$ cat src/design/shiprrip_pkg.sv
// Shared types, constants and codes of the signature-based re-reference replacement block.
package shiprrip_pkg;

	localparam int DEF_NUM_SETS  = 1024;
	localparam int DEF_NUM_WAYS  = 16;
	localparam int DEF_SIG_BITS  = 14;
	localparam int DEF_CTR_BITS  = 3;
	localparam int DEF_RRPV_BITS = 2;

	typedef struct packed {
		logic [9:0]  set_index;
		logic        hit;
		logic [3:0]  hit_way;
		logic [47:0] pc;
	} in_item_t;

	typedef struct packed {
		logic [3:0] victim_way;
		logic       filled;
		logic       insert_distant;
	} out_item_t;

	typedef enum logic [1:0] {
		KIND_HIT    = 2'd0,
		KIND_MISS   = 2'd1,
		KIND_IGNORE = 2'd2
	} kind_t;

	typedef enum logic [5:0] {
		ST_CLEAR = 6'b000001,
		ST_IDLE  = 6'b000010,
		ST_ROW   = 6'b000100,
		ST_CTR1  = 6'b001000,
		ST_CTR2  = 6'b010000,
		ST_DONE  = 6'b100000
	} state_t;

endpackage

$ cat src/design/shiprrip_front.sv
// Front end: accepts accesses, classifies them and queues them for the back end.
module shiprrip_front #(
	parameter int NUM_SETS = shiprrip_pkg::DEF_NUM_SETS,
	parameter int NUM_WAYS = shiprrip_pkg::DEF_NUM_WAYS,
	parameter int SIG_BITS = shiprrip_pkg::DEF_SIG_BITS,
	localparam int SET_W = (NUM_SETS > 1) ? $clog2(NUM_SETS) : 1,
	localparam int WAY_W = $clog2(NUM_WAYS)
) (
	input  logic                   clk,
	input  logic                   arst_n,
	input  logic                   in_valid,
	output logic                   in_ready,
	input  shiprrip_pkg::in_item_t in_data,
	output logic                   q_valid,
	input  logic                   q_ready,
	output logic [SET_W-1:0]       q_set,
	output logic [SIG_BITS-1:0]    q_sig,
	output logic [WAY_W-1:0]       q_way,
	output shiprrip_pkg::kind_t    q_kind
);
	import shiprrip_pkg::*;

	function automatic logic [SET_W-1:0] set_reduce(input logic [9:0] s);
		logic [26:0] r;
		r = 27'(s);
		for (int k = 9; k >= 0; k--) begin
			if (r >= (27'(NUM_SETS) << k)) begin
				r = r - (27'(NUM_SETS) << k);
			end
		end
		return r[SET_W-1:0];
	endfunction

	logic [SET_W-1:0]    ent_set_q [2];
	logic [SIG_BITS-1:0] ent_sig_q [2];
	logic [WAY_W-1:0]    ent_way_q [2];
	kind_t               ent_kind_q [2];
	logic                wr_ptr_q, rd_ptr_q;
	logic [1:0]          cnt_q;
	logic                push, pop;
	logic [WAY_W+3:0]    way_ext;
	kind_t               kind_in;

	assign in_ready = (cnt_q != 2'd2);
	assign push = in_valid && in_ready;
	assign q_valid = (cnt_q != 2'd0);
	assign pop = q_valid && q_ready;
	assign way_ext = {{WAY_W{1'b0}}, in_data.hit_way};

	always_comb begin
		if (!in_data.hit) begin
			kind_in = KIND_MISS;
		end else if (6'(in_data.hit_way) < 6'(NUM_WAYS)) begin
			kind_in = KIND_HIT;
		end else begin
			kind_in = KIND_IGNORE;
		end
	end

	always_ff @(posedge clk) begin
		if (push) begin
			ent_set_q[wr_ptr_q]  <= set_reduce(in_data.set_index);
			ent_sig_q[wr_ptr_q]  <= in_data.pc[SIG_BITS+1:2];
			ent_way_q[wr_ptr_q]  <= way_ext[WAY_W-1:0];
			ent_kind_q[wr_ptr_q] <= kind_in;
		end
	end

	always_ff @(posedge clk or negedge arst_n) begin
		if (!arst_n) begin
			wr_ptr_q <= 1'b0;
			rd_ptr_q <= 1'b0;
			cnt_q    <= 2'd0;
		end else begin
			if (push) begin
				wr_ptr_q <= !wr_ptr_q;
			end
			if (pop) begin
				rd_ptr_q <= !rd_ptr_q;
			end
			if (push && !pop) begin
				cnt_q <= cnt_q + 2'd1;
			end else if (pop && !push) begin
				cnt_q <= cnt_q - 2'd1;
			end
		end
	end

	assign q_set  = ent_set_q[rd_ptr_q];
	assign q_sig  = ent_sig_q[rd_ptr_q];
	assign q_way  = ent_way_q[rd_ptr_q];
	assign q_kind = ent_kind_q[rd_ptr_q];

endmodule

$ cat config.mk
export PLATFORM = sky130hd
export DESIGN_NAME = shiprrip_front
export DESIGN_NICKNAME = d
export VERILOG_FILES = /design/src/design/shiprrip_pkg.sv /design/src/design/shiprrip_front.sv
export SDC_FILE = /design/constraint.sdc
export NUM_CORES = 1
export LEC_CHECK = 0
export BUFFER_PORTS_ARGS = -buffer_cell sky130_fd_sc_hd__buf_2
export CORE_MARGIN = 2
export CORE_UTILIZATION = 47
export DETAILED_ROUTE_END_ITERATION = 10
export MAX_ROUTING_LAYER = met4
export PLACE_DENSITY = 0.79
export SLEW_MARGIN = 20
export SYNTH_ARGS = -nofsm -noshare
export SYNTH_HDL_FRONTEND = slang
export SYNTH_SLANG_ARGS = --single-unit
$ cat constraint.sdc
create_clock -name clk -period 2.7 [get_ports clk]
set_input_delay 0.135 -clock clk [delete_from_list [all_inputs] [get_ports clk]]
set_output_delay 0.135 -clock clk [all_outputs]
set_load 0.01 [all_outputs]
==> impl_metrics.json <==
{
  "ys_ff_latch": 62,
  "gp_congestion": 0.655,
  "finalHoldViolCount": 0,
  "r2r-start": "cnt_q[0]",
  "report.final.slew_viol_count": 0,
  "hold-path-cell-count": 2,
  "slowest_delay_ns": 0.37,
  "cts_buffer_depth": 2,
  "drt_iter0_drc": 58,
  "powerDensity_nw_per_um2": 977,
  "fillers": 339,
  "path_max_fanout": 15,
  "drc_errors": 0,
  "dp_hpwl_um": 2590,
  "tritoncts": "built",
  "synth_cells": 111,
  "rsz0062_at_grt": "no",
  "fmax_mhz": 644,
  "netlist_top_cells_area": "edfxtp_1 75%, mux2_2 14%, dfrtp_1 4.3%, buf_6 1.5%, xnor2_1 1.1%",
  "min_to": "ent_kind_q[0]",
  "avgSynthCellArea_um2": 21.0,
  "core_um2": 4750,
  "cp_slowest_cell": "mux2_2",
  "grt_util_met3": 0.0664,
  "yosysTopAreaCellShare": 0.748,
  "drt-wirelength-per-cell_um": 13.4,
  "port_buffers": 63,
  "root_buffer": "clkbuf_8",
  "crit_path_end_kind": "output pin",
  "synth_nets": 179,
  "ant_nets": 0,
  "reg2reg_setup_slack_ns": 1.21,
  "yosys.cell_count.top_type": "edfxtp_1",
  "area_delta_synth_final_pct": 37.6,
  "grt_max_degree": 16,
  "dieArea_um2": 5530,
  "setup_viol": 0,
  "required_ns": 2.57,
  "drt-total-wl_um": 3870,
  "cp-start-kind": "flop",
  "yosysWarnings": 0,
  "cts.sinks": 62,
  "antenna_found_initial": 0,
  "vdd_drop_max_mv": 0.567,
  "synth_edf_count": 58,
  "ys_seq_area_frac": 0.791,
  "post_cts_resized": 0,
  "antenna_cells": 0,
  "hp-class": "in2reg",
  "rows": 25,
  "r2r_end": "cnt_q[1]",
  "top_usage_layer": "met2",
  "fp.dieW_um": 74.4,
  "viasPerCell": 4.67,
  "power.leakage_nw": 1.26,
  "pin_count": 99,
  "status": "complete, no violations",
  "fin_setup_tns_ns": 0,
  "gr-usage-all-layers": 0.162,
  "min_period_ns": 1.55,
  "worst_clock_skew_ns": 0.00388,
  "vias": 1344,
  "yosysTopAreaCell": "edfxtp_1",
  "synthArstFlopShare": 0.0645,
  "die_y_um": 74.4,
  "crit_chain": "buf_4, mux2_2, buf_2",
  "htreeDepth": 3,
  "synthTopCellsByCount": "58 x edfxtp_1, 29 x mux2_2, 4 x dfrtp_1, 3 x buf_6, 3 x xnor2_1",
  "final-seq-area_um2": 1840,
  "fin_crit_sh": 0.575,
  "hp-start": "in_data[52]",
  "synth.distinct_cells": 16,
  "clk_pin_slew_ns": 0.06,
  "grtUsageMet1": 0.155,
  "startpoint": "rd_ptr_q",
  "synth_area_um2": 2330,
  "cap_violations": 0,
  "drive_gt1_frac": 0.520,
  "worst_ep_arrival_time_ns": 1.42,
  "ys.flop_type": "edfxtp_1",
  "clk_latency_ns": 0.33,
  "grt-ovfl-total": 0,
  "cts_inserted_buffers": 9,
  "start_util": 0.490,
  "dr.pass1.iters": 4,
  "grt_pass1_wl_um": 6070,
  "grt_use_met2": 0.270,
  "first_global_vias": 1431,
  "whs_ns": 0.0764,
  "crit_type": "reg2out",
  "rr_worst_depth": 7,
  "nets": 284,
  "multi_input_area_um2": 440
}
==> layout by cell type, fill, tap and decap left out <==
master / instances
ha_1: 1
and3_1: 1
dfrtp_1: 4
edfxtp_1: 58
conb_1: 1
clkbuf_8: 9
clkbuf_1: 1
nor2_1: 1
buf_4: 6
xnor2_1: 3
nand2b_4: 1
inv_1: 2
dlygate4sd3_1: 29
nor2_2: 1
bufinv_16: 1
nand2_4: 1
clkinv_2: 3
xor2_1: 2
mux2_2: 29
nand2_1: 1
buf_2: 63
clkinv_1: 2
or2_4: 1
==> area by class of cell <==
type,instances,area share
Timing Repair Buffer,98,0.203
Clock buffer,10,0.0398
Sequential cell,62,0.575
Multi-Input combinational cell,43,0.137
Tap cell,67,0.0262
Clock inverter,6,0.0164
Inverter,2,0.00234
==> timing repair <==
| item | in CTS | in global routing |
|---|---|---|
| setup buffers | 0 | 0 |
| hold endpoints to repair | 60 | 0 |
| hold buffers | 29 | 0 |
==> state kept, by name, indices dropped and copies added, names as in the netlist <==
name,cells
ent_sig_q,28
ent_set_q,20
ent_way_q,8
cnt_q,2
ent_kind_q,2
rd_ptr_q,1
wr_ptr_q,1
==> layer usage <==
| layer | vias to the layer above | share of wire |
|---|---|---|
| li1 | 631 | - |
| met1 | 662 | 0.36 |
| met2 | 40 | 0.56 |
| met3 | 11 | 0.050 |
| met4 | 0 | 0.026 |
| met5 | - | 0 |
==> how the worst max path moves through the flow <==
stage	end	slack [ns]
global placement	cnt_q[1]	1.30
CTS	q_sig[3]	1.11
detailed placement	cnt_q[1]	1.22
global route	q_sig[3]	1.06
floorplan	ent_kind_q[0]	0.40
finish	q_way[1]	1.15
==> worst max-delay path: cells and delay by family (launching register included) <==
family | cells | cell delay [ns]
flops | 1 | 0.34
buf+inv | 2 | 0.39
mux | 1 | 0.37
==> report_power, final <==
group,internal (W),switching [W]
Clock,0.000415,0.000313
Sequential,0.00132,0.0000726
Combinational,0.000502,0.000508
==> logic make-up after synthesis <==
group / Yosys count / share of synthesized area
muxes: 29 / 0.140
buffers and inverters: 6 / 0.0210
other: 1 / 0.00161
xor gates and xnor gates: 5 / 0.0188
and+or+nand+nor: 7 / 0.0220
DFF: 62 / 0.791
adders and majority gates: 1 / 0.00537
==> per-stage QoR <==
| stage | setup WS (ns) | power (W) | utilization | std cells | instance area, µm² |
|---|---|---|---|---|---|
| 2_1_floorplan | 0.402 | 0.00207 | - | 111 | 2330 |
| 3_3_place_gp | 1.30 | 0.00235 | 0.575 | 243 | 2730 |
| 3_5_place_dp | 1.22 | 0.00241 | 0.575 | 243 | 2730 |
| 4_1_cts | 1.11 | 0.00318 | 0.674 | 288 | 3200 |
| 5_1_grt | 1.06 | 0.00331 | 0.674 | 288 | 3200 |
| 6_report | 1.15 | 0.00313 | 0.674 | 288 | 3200 |
No activity file was read; power rests on OpenSTA's default activity.
